**config.mk**
```make
export PLATFORM = sky130hd
export DESIGN_NAME = prefetch_bootstrap_table_unit_flat
export DESIGN_NICKNAME = d
export VERILOG_FILES = /design/src/rtl/pbt_pkg.sv /design/src/rtl/pbt_if.sv /design/src/rtl/pbt_ctrl.sv /design/src/rtl/pbt_dp.sv /design/src/rtl/prefetch_bootstrap_table_unit.sv /design/src/flat_wrapper.sv
export SDC_FILE = /design/constraint.sdc
export NUM_CORES = 1
export LEC_CHECK = 0
export BUFFER_PORTS_ARGS = -buffer_cell sky130_fd_sc_hd__buf_2
export CORE_ASPECT_RATIO = 1.5
export CORE_MARGIN = 10
export CORE_UTILIZATION = 42
export CTS_CLUSTER_DIAMETER = 40
export DETAILED_ROUTE_END_ITERATION = 10
export HOLD_SLACK_MARGIN = 0.02
export SLEW_MARGIN = 20
export SYNTH_ARGS = -nofsm -noshare
export SYNTH_HDL_FRONTEND = slang
export SYNTH_SLANG_ARGS = --single-unit
export TNS_END_PERCENT = 10
```
**constraint.sdc**
```tcl
create_clock -name clk -period 15.89 [get_ports clk]
set_input_delay 0 -clock clk [delete_from_list [all_inputs] [get_ports clk]]
set_output_delay 0 -clock clk [all_outputs]
set_load 0.05 [all_outputs]
```
**src/rtl/pbt_pkg.sv**
```systemverilog
package pbt_pkg;

    // Table geometry
    localparam int ENTRIES    = 8;
    localparam int PAGE_BITS  = 12;
    localparam int BLOCK_BITS = 6;
    localparam int SIG_BITS   = 12;

    // Fixed field widths of the transactions
    localparam int OP_W   = 2;
    localparam int ADDR_W = 12;
    localparam int SIGF_W = 12;
    localparam int CONF_W = 7;
    localparam int DLT_W  = 7;

    localparam int OFF_BITS = PAGE_BITS - BLOCK_BITS;
    localparam int IDX_BITS = (ENTRIES > 1) ? $clog2(ENTRIES) : 1;

    typedef enum logic [OP_W-1:0] {
        OP_CHECK  = 2'd0,
        OP_UPDATE = 2'd1,
        OP_CLEAR  = 2'd2
    } pbt_op_t;

    typedef enum logic {
        ST_IDLE,
        ST_EXEC
    } pbt_state_t;

    // Controller to datapath
    typedef struct packed {
        logic capture;
        logic execute;
    } pbt_cmd_t;

    // Datapath to controller
    typedef struct packed {
        logic out_hold;
    } pbt_stat_t;

    // Block offset within the page
    function automatic logic [OFF_BITS-1:0] block_offset(input logic [ADDR_W-1:0] address);
        logic [31:0] a32;
        logic [31:0] mask;
        mask = (32'd1 << PAGE_BITS) - 32'd1;
        a32  = 32'(address) & mask;
        return a32[BLOCK_BITS +: OFF_BITS];
    endfunction

endpackage

```
**src/rtl/pbt_if.sv**
```systemverilog
interface pbt_req_if;
    logic                          valid;
    logic                          ready;
    logic [pbt_pkg::OP_W-1:0]      operation;
    logic [pbt_pkg::ADDR_W-1:0]    address;
    logic [pbt_pkg::SIGF_W-1:0]    signature;
    logic [pbt_pkg::CONF_W-1:0]    confidence;
    logic signed [pbt_pkg::DLT_W-1:0] delta;

    modport source (output valid, operation, address, signature, confidence, delta,
                    input ready);
    modport sink   (input valid, operation, address, signature, confidence, delta,
                    output ready);
endinterface

interface pbt_rsp_if;
    logic                          valid;
    logic                          ready;
    logic                          hit;
    logic [pbt_pkg::SIGF_W-1:0]    hit_signature;
    logic [pbt_pkg::CONF_W-1:0]    hit_confidence;
    logic signed [pbt_pkg::DLT_W-1:0] hit_delta;

    modport source (output valid, hit, hit_signature, hit_confidence, hit_delta,
                    input ready);
    modport sink   (input valid, hit, hit_signature, hit_confidence, hit_delta,
                    output ready);
endinterface

```
**src/rtl/pbt_ctrl.sv**
```systemverilog
module pbt_ctrl (
    input  logic               clk,
    input  logic               rst_n,
    input  logic               req_valid,
    output logic               req_ready,
    input  pbt_pkg::pbt_stat_t stat,
    output pbt_pkg::pbt_cmd_t  cmd
);

    pbt_pkg::pbt_state_t state_reg;
    pbt_pkg::pbt_state_t state_next;

    // State register
    always_ff @(posedge clk or negedge rst_n)
    begin
        if (!rst_n)
        begin
            state_reg <= pbt_pkg::ST_IDLE;
        end
        else
        begin
            state_reg <= state_next;
        end
    end

    // Next state: take a transaction, then execute once the result slot frees
    always_comb
    begin
        state_next = state_reg;
        case (state_reg)
            pbt_pkg::ST_IDLE:
            begin
                if (req_valid)
                begin
                    state_next = pbt_pkg::ST_EXEC;
                end
            end
            pbt_pkg::ST_EXEC:
            begin
                if (!stat.out_hold)
                begin
                    state_next = pbt_pkg::ST_IDLE;
                end
            end
            default:
            begin
                state_next = pbt_pkg::ST_IDLE;
            end
        endcase
    end

    // Outputs
    always_comb
    begin
        req_ready   = 1'b0;
        cmd.capture = 1'b0;
        cmd.execute = 1'b0;
        case (state_reg)
            pbt_pkg::ST_IDLE:
            begin
                req_ready   = 1'b1;
                cmd.capture = req_valid;
            end
            pbt_pkg::ST_EXEC:
            begin
                cmd.execute = !stat.out_hold;
            end
            default:
            begin
                req_ready = 1'b0;
            end
        endcase
    end

    // Never execute into an occupied result slot
    a_exec_free: assert property (@(posedge clk) disable iff (!rst_n)
        cmd.execute |-> !stat.out_hold)
        else $error("execute while result slot held");

    // A captured transaction is executed from the next state
    a_capture_exec: assert property (@(posedge clk) disable iff (!rst_n)
        cmd.capture |=> state_reg == pbt_pkg::ST_EXEC)
        else $error("capture not followed by execute state");

    // No capture while a transaction is pending
    a_no_capture_exec: assert property (@(posedge clk) disable iff (!rst_n)
        state_reg == pbt_pkg::ST_EXEC |-> !cmd.capture && !req_ready)
        else $error("capture during execute");

endmodule

```
**src/rtl/pbt_dp.sv**
```systemverilog
module pbt_dp (
    input  logic               clk,
    input  logic               rst_n,
    input  pbt_pkg::pbt_cmd_t  cmd,
    output pbt_pkg::pbt_stat_t stat,
    pbt_req_if.sink            req,
    pbt_rsp_if.source          rsp
);

    // Captured transaction
    logic [pbt_pkg::OP_W-1:0]         op_reg;
    logic [pbt_pkg::OFF_BITS-1:0]     off_reg;
    logic [pbt_pkg::SIG_BITS-1:0]     sig_reg;
    logic [pbt_pkg::CONF_W-1:0]       conf_reg;
    logic [pbt_pkg::DLT_W-1:0]        dlt_reg;

    // Table
    logic [pbt_pkg::ENTRIES-1:0]      ent_valid_reg;
    logic [pbt_pkg::SIG_BITS-1:0]     ent_sig_reg  [pbt_pkg::ENTRIES];
    logic [pbt_pkg::CONF_W-1:0]       ent_conf_reg [pbt_pkg::ENTRIES];
    logic [pbt_pkg::OFF_BITS-1:0]     ent_off_reg  [pbt_pkg::ENTRIES];
    logic [pbt_pkg::DLT_W-1:0]        ent_dlt_reg  [pbt_pkg::ENTRIES];

    // Result slot
    logic                             out_valid_reg;
    logic                             hit_reg;
    logic [pbt_pkg::SIGF_W-1:0]       hit_sig_reg;
    logic [pbt_pkg::CONF_W-1:0]       hit_conf_reg;
    logic [pbt_pkg::DLT_W-1:0]        hit_dlt_reg;

    logic                             match_any;
    logic [pbt_pkg::IDX_BITS-1:0]     match_idx;
    logic                             free_any;
    logic [pbt_pkg::IDX_BITS-1:0]     free_idx;
    logic [pbt_pkg::IDX_BITS-1:0]     min_idx;
    logic [pbt_pkg::IDX_BITS-1:0]     wr_idx;
    logic                             is_check;
    logic                             is_update;
    logic                             is_clear;

    assign is_check  = (op_reg == pbt_pkg::OP_CHECK);
    assign is_update = (op_reg == pbt_pkg::OP_UPDATE);
    assign is_clear  = (op_reg == pbt_pkg::OP_CLEAR);

    // Capture the request payload
    always_ff @(posedge clk)
    begin
        if (cmd.capture)
        begin
            op_reg   <= req.operation;
            off_reg  <= pbt_pkg::block_offset(req.address);
            sig_reg  <= pbt_pkg::SIG_BITS'(32'(req.signature));
            conf_reg <= req.confidence;
            dlt_reg  <= req.delta;
        end
    end

    // Find the lowest valid entry with the same offset
    always_comb
    begin
        match_any = 1'b0;
        match_idx = '0;
        for (int i = pbt_pkg::ENTRIES - 1; i >= 0; i--)
        begin
            if (ent_valid_reg[i] && (ent_off_reg[i] == off_reg))
            begin
                match_any = 1'b1;
                match_idx = pbt_pkg::IDX_BITS'(i);
            end
        end
    end

    // Find the lowest invalid entry
    always_comb
    begin
        free_any = 1'b0;
        free_idx = '0;
        for (int i = pbt_pkg::ENTRIES - 1; i >= 0; i--)
        begin
            if (!ent_valid_reg[i])
            begin
                free_any = 1'b1;
                free_idx = pbt_pkg::IDX_BITS'(i);
            end
        end
    end

    // Lowest confidence, lowest index on ties
    always_comb
    begin
        min_idx = '0;
        for (int i = 1; i < pbt_pkg::ENTRIES; i++)
        begin
            if (ent_conf_reg[i] < ent_conf_reg[min_idx])
            begin
                min_idx = pbt_pkg::IDX_BITS'(i);
            end
        end
    end

    // Pick the update victim
    always_comb
    begin
        if (match_any)
        begin
            wr_idx = match_idx;
        end
        else if (free_any)
        begin
            wr_idx = free_idx;
        end
        else
        begin
            wr_idx = min_idx;
        end
    end

    // Table update
    always_ff @(posedge clk or negedge rst_n)
    begin
        if (!rst_n)
        begin
            ent_valid_reg <= '0;
            for (int i = 0; i < pbt_pkg::ENTRIES; i++)
            begin
                ent_sig_reg[i]  <= '0;
                ent_conf_reg[i] <= '0;
                ent_off_reg[i]  <= '0;
                ent_dlt_reg[i]  <= '0;
            end
        end
        else if (cmd.execute)
        begin
            if (is_check && match_any)
            begin
                ent_valid_reg[match_idx] <= 1'b0;
            end
            else if (is_update)
            begin
                ent_valid_reg[wr_idx] <= 1'b1;
                ent_sig_reg[wr_idx]   <= sig_reg;
                ent_conf_reg[wr_idx]  <= conf_reg;
                ent_off_reg[wr_idx]   <= off_reg;
                ent_dlt_reg[wr_idx]   <= dlt_reg;
            end
            else if (is_clear)
            begin
                ent_valid_reg <= '0;
                for (int i = 0; i < pbt_pkg::ENTRIES; i++)
                begin
                    ent_sig_reg[i]  <= '0;
                    ent_conf_reg[i] <= '0;
                    ent_off_reg[i]  <= '0;
                    ent_dlt_reg[i]  <= '0;
                end
            end
        end
    end

    // Result slot valid: set on execute, drop when taken
    always_ff @(posedge clk or negedge rst_n)
    begin
        if (!rst_n)
        begin
            out_valid_reg <= 1'b0;
        end
        else if (cmd.execute)
        begin
            out_valid_reg <= 1'b1;
        end
        else if (rsp.ready)
        begin
            out_valid_reg <= 1'b0;
        end
    end

    // Result payload; zero unless a check hit
    always_ff @(posedge clk)
    begin
        if (cmd.execute)
        begin
            if (is_check && match_any)
            begin
                hit_reg      <= 1'b1;
                hit_sig_reg  <= pbt_pkg::SIGF_W'(32'(ent_sig_reg[match_idx]));
                hit_conf_reg <= ent_conf_reg[match_idx];
                hit_dlt_reg  <= ent_dlt_reg[match_idx];
            end
            else
            begin
                hit_reg      <= 1'b0;
                hit_sig_reg  <= '0;
                hit_conf_reg <= '0;
                hit_dlt_reg  <= '0;
            end
        end
    end

    assign stat.out_hold      = out_valid_reg && !rsp.ready;
    assign rsp.valid          = out_valid_reg;
    assign rsp.hit            = hit_reg;
    assign rsp.hit_signature  = hit_sig_reg;
    assign rsp.hit_confidence = hit_conf_reg;
    assign rsp.hit_delta      = hit_dlt_reg;

    // A clear leaves no valid entry
    a_clear_empty: assert property (@(posedge clk) disable iff (!rst_n)
        cmd.execute && is_clear |=> ent_valid_reg == '0)
        else $error("entries valid after clear");

    // A check hit consumes exactly one entry
    a_hit_consume: assert property (@(posedge clk) disable iff (!rst_n)
        cmd.execute && is_check && match_any |=>
        $countones(ent_valid_reg) == $countones($past(ent_valid_reg)) - 1)
        else $error("check hit did not consume one entry");

    // An update leaves its entry valid and never shrinks the table
    a_update_grow: assert property (@(posedge clk) disable iff (!rst_n)
        cmd.execute && is_update |=>
        $countones(ent_valid_reg) >= $countones($past(ent_valid_reg)) &&
        ent_valid_reg != '0)
        else $error("update lost entries");

    // An executed transaction presents a result next cycle
    a_exec_result: assert property (@(posedge clk) disable iff (!rst_n)
        cmd.execute |=> out_valid_reg)
        else $error("execute produced no result");

endmodule

```
**src/rtl/prefetch_bootstrap_table_unit.sv**
```systemverilog
// A request transaction is captured into the payload registers, then executed into the
// registered result slot; the controller takes no new request until it has executed the
// last one (parallel tag compare, victim select and table write in the execute state).
// Execution waits while an earlier response is still held by the consumer.
// Reset: asynchronous, clears the whole table and the controller at once; no clearing pass.
module prefetch_bootstrap_table_unit (
    input  logic      clk,
    input  logic      rst_n,
    pbt_req_if.sink   req,
    pbt_rsp_if.source rsp
);

    pbt_pkg::pbt_cmd_t  cmd;
    pbt_pkg::pbt_stat_t stat;

    // Sequencer
    pbt_ctrl u_ctrl (
        .clk       (clk),
        .rst_n     (rst_n),
        .req_valid (req.valid),
        .req_ready (req.ready),
        .stat      (stat),
        .cmd       (cmd)
    );

    // Table and result slot
    pbt_dp u_dp (
        .clk   (clk),
        .rst_n (rst_n),
        .cmd   (cmd),
        .stat  (stat),
        .req   (req),
        .rsp   (rsp)
    );

endmodule
```
**src/flat_wrapper.sv**
```systemverilog
// flat-port wrapper written by rule: the top's interface ports become plain ports
module prefetch_bootstrap_table_unit_flat 
  (clk, rst_n, req_valid, req_operation, req_address, req_signature, req_confidence, req_delta, req_ready, rsp_valid, rsp_hit, rsp_hit_signature, rsp_hit_confidence, rsp_hit_delta, rsp_ready);
  pbt_req_if req_i ();
  pbt_rsp_if rsp_i ();
  input  logic clk;
  input  logic rst_n;
  input wire logic [$bits(req_i.valid)-1:0] req_valid;
  input wire logic [$bits(req_i.operation)-1:0] req_operation;
  input wire logic [$bits(req_i.address)-1:0] req_address;
  input wire logic [$bits(req_i.signature)-1:0] req_signature;
  input wire logic [$bits(req_i.confidence)-1:0] req_confidence;
  input wire logic [$bits(req_i.delta)-1:0] req_delta;
  output wire logic [$bits(req_i.ready)-1:0] req_ready;
  output wire logic [$bits(rsp_i.valid)-1:0] rsp_valid;
  output wire logic [$bits(rsp_i.hit)-1:0] rsp_hit;
  output wire logic [$bits(rsp_i.hit_signature)-1:0] rsp_hit_signature;
  output wire logic [$bits(rsp_i.hit_confidence)-1:0] rsp_hit_confidence;
  output wire logic [$bits(rsp_i.hit_delta)-1:0] rsp_hit_delta;
  input wire logic [$bits(rsp_i.ready)-1:0] rsp_ready;
  assign req_i.valid = req_valid;
  assign req_i.operation = req_operation;
  assign req_i.address = req_address;
  assign req_i.signature = req_signature;
  assign req_i.confidence = req_confidence;
  assign req_i.delta = req_delta;
  assign req_ready = req_i.ready;
  assign rsp_valid = rsp_i.valid;
  assign rsp_hit = rsp_i.hit;
  assign rsp_hit_signature = rsp_i.hit_signature;
  assign rsp_hit_confidence = rsp_i.hit_confidence;
  assign rsp_hit_delta = rsp_i.hit_delta;
  assign rsp_i.ready = rsp_ready;
  prefetch_bootstrap_table_unit u_core (.clk(clk), .rst_n(rst_n), .req(req_i), .rsp(rsp_i));
endmodule
```
==> out/qor.json <==
{
  "fin_ws_ns": 1.06,
  "ant_nets": 0,
  "worst_max_slew_margin_expressed_relative_to_the_limit": 0.256,
  "critical_path.slowest_cell": "sky130_fd_sc_hd__a2111o_1",
  "flow.area_growth_from_synthesis_pct": 21.1,
  "grt_start_max_net_pins": 167,
  "netlist_top_cells_count": "266 x sky130_fd_sc_hd__dfrtp_1, 120 x sky130_fd_sc_hd__nand2_1, 111 x sky130_fd_sc_hd__a32o_1",
  "setup_violations": 0,
  "timing.fmax_mhz": 67.4,
  "grt.overflow.total": 0,
  "xor_xnor_cell_area_share_of_the_yosys_netlist": 0.0252,
  "synth_area_leaders": "sky130_fd_sc_hd__dfrtp_1 40%, sky130_fd_sc_hd__edfxtp_1 11%, sky130_fd_sc_hd__a32o_1 6.7%, sky130_fd_sc_hd__mux2i_1 4.8%, sky130_fd_sc_hd__o2bb2ai_1 4.1%",
  "grt_pass1_wl_um": 86000,
  "antennaDiodeCount": 0,
  "drtIter0Drc": 1209,
  "clock_tree_buf_depth": 3,
  "clock_skews_ns": 0.0151,
  "clkTransAtPathRegs_ns": 0.06,
  "fraction_of_the_mapped_netlist_area_in_compound_gates": 0.261,
  "total_nets_final": 1691,
  "cp-start-kind": "register",
  "worst_path_dominant_cell_family": "compound AO/OA/AOI/OAI gates",
  "synth_nets": 1547,
  "globalplace.congestion": 0.927,
  "tritoncts": "built",
  "synth-adder-area-share": 0.0331,
  "worst_path_class_setup": "register to register",
  "synth_simple_gate_area_share": 0.0794,
  "cts_buffers": 38,
  "cts_num_sinks": 327,
  "synthFlopType": "sky130_fd_sc_hd__dfrtp_1",
  "boundaryPins": 73,
  "synthesis.yosys.warnings": 0,
  "worst-slew-pin-transition_ns": 1.11,
  "slew_viol_final": 0,
  "gate_count_of_the_mapped_netlist": 1459,
  "synth_edf_count": 61,
  "buffers_plus_inverters_on_the_worst_setup_path": 9,
  "clock_latency_ns": 0.55,
  "grt_util_all_layers": 0.231,
  "post-route-period-util": 0.933,
  "vias": 13564,
  "num_rows": 89,
  "cts-htree-levels": 2,
  "critical_path_required_ns": 16.34,
  "ys_seq_area_frac": 0.510,
  "finalSetupTns_ns": 0,
  "synth_mux_area_frac": 0.0508,
  "critical_path.most_common_cell": "sky130_fd_sc_hd__ha_1",
  "chip_width_um": 183,
  "cap_violations": 0,
  "unrepaired_setup_endpoints_after_global_routing": "false",
  "cp_max_fo": 17,
  "wl_per_cell_um": 26.7,
  "synth_top_family_by_area": "compound AO/OA/AOI/OAI gates",
  "async_reset_ff_frac": 0.813,
  "hold_viol": 0,
  "vias_per_cell": 6.36,
  "post-route-drc-count": 0,
  "worst_r2r_path_depth": 70,
  "vias_in_the_first_global_route": 13896,
  "die_y_um": 264,
  "floorplan.initialDensity": 0.424,
  "timing.critical_path.arrival_ns": 15.28,
  "synth.lib_cells_used.distinct": 85,
  "nFillCells": 3499,
  "place.detailed.hpwl_um": 37600,
  "post-route-min-period_ns": 14.83,
  "post_synthesis_cell_type_with_the_largest_combined_area": "sky130_fd_sc_hd__dfrtp_1",
  "coreArea_mm2": 0.0393,
  "pre_cts_slack_ns": 0.583,
  "worst_hold_path_type": "input pin to asynchronous set/reset pin",
  "die-area_mm2": 0.0482,
  "detailedRoute.firstPassIterationCount": 5,
  "worst-path-stages": 70,
  "largest_register_ffs": 96,
  "critPathCaptureType": "register",
  "port_buffers": 66,
  "synthesis.area_per_instance_um2": 11.4,
  "detail_route.wirelength_um": 57000,
  "peak_per_stage_delay_on_the_critical_path_ns": 0.42,
  "clk_root_buf": "sky130_fd_sc_hd__clkbuf_16",
  "synth.most_common_cell": "sky130_fd_sc_hd__dfrtp_1",
  "flip_flop_and_latch_count_after_synthesis": 327,
  "status": "completed",
  "netlist_area_mm2": 0.0167,
  "initial_antenna_violation_count": 0,
  "synth_top_cell_area_share": 0.400,
  "final_layout_size_suffix_gt1_frac": 0.191
}
layout by cell type (no fill, tap or decap), types with 46 or more instances in the layout:
master	n
sky130_fd_sc_hd__nand2_1	120
sky130_fd_sc_hd__edfxtp_1	61
sky130_fd_sc_hd__buf_4	99
sky130_fd_sc_hd__o2bb2ai_1	78
sky130_fd_sc_hd__dfrtp_1	266
sky130_fd_sc_hd__mux2i_1	80
sky130_fd_sc_hd__a32o_1	111
sky130_fd_sc_hd__a22o_1	46
sky130_fd_sc_hd__buf_2	65
sky130_fd_sc_hd__a21oi_1	48
sky130_fd_sc_hd__nor2_1	59
cells by family (layout without fill, tap and decap cells):
logic type / after synthesis / after routing
AOI/OAI and AO/OA: 525 / 525
buffers and inverters: 149 / 322
and+or+nand+nor: 282 / 282
DFF: 327 / 327
xor gates and xnor gates: 48 / 48
muxes: 84 / 84
adders and majority gates: 44 / 44
layer usage:
metal	part of all wire	up-vias	GRT usage
met5	0	-	0
met4	0.044	0	0.105
met3	0.049	143	0.0316
met2	0.52	482	0.405
met1	0.39	6961	0.273
li1	-	5978	-
metrics by stage:
step            util  std cells  hold slack (ns)  instance area (um^2)
2_1_floorplan      -       1459           -0.296                 16700
3_3_place_gp   0.468       2024           0.0820                 18400
3_5_place_dp   0.468       2024           0.0882                 18400
4_1_cts        0.511       2130            0.105                 20100
5_1_grt        0.513       2132            0.154                 20200
6_report       0.513       2132           0.0771                 20200
timing repair:
action | in CTS | in global routing
hold buffers | 37 | 0
gates resized for setup | 0 | 7
setup buffers | 0 | 2
endpoints found under the hold margin | 136 | 0
setup endpoints to repair | 0 | 264
final cells by class:
type | instances | area, um^2 | area share
clock buffers | 49 | 1060 | 0.0528
clock inverters | 20 | 285 | 0.0141
inverters | 26 | 97.6 | 0.00484
multi-input cells | 983 | 7650 | 0.379
flip-flops and latches | 327 | 8490 | 0.421
well taps | 500 | 626 | 0.0310
repair buffers | 227 | 1950 | 0.0969
path summary, 6_finish.rpt:
path	startpoint	end	slack [ns]
worst max-delay path	u_core.u_dp.ent_conf_reg[53]$_DFFE_PN0P_	u_core.u_dp.ent_conf_reg[14]$_DFFE_PN0P_	1.06
worst min-delay path	rst_n	u_core.u_dp.ent_sig_reg[60]$_DFFE_PN0P_	0.08
worst max register to register	u_core.u_dp.ent_conf_reg[53]$_DFFE_PN0P_	u_core.u_dp.ent_conf_reg[14]$_DFFE_PN0P_	1.06
worst min register to register	u_core.u_dp.ent_sig_reg[45]$_DFFE_PN0P_	u_core.u_dp.ent_sig_reg[45]$_DFFE_PN0P_	0.49
max in group asynchronous	rst_n	u_core.u_dp.ent_conf_reg[49]$_DFFE_PN0P_	14.35
min in group clk	req_signature[11]	u_core.u_dp.sig_reg[11]$_DFFE_PP_	0.16
Power is not shown: default switching activity piles up to over one toggle a cycle in this logic, so the estimate is an artifact.
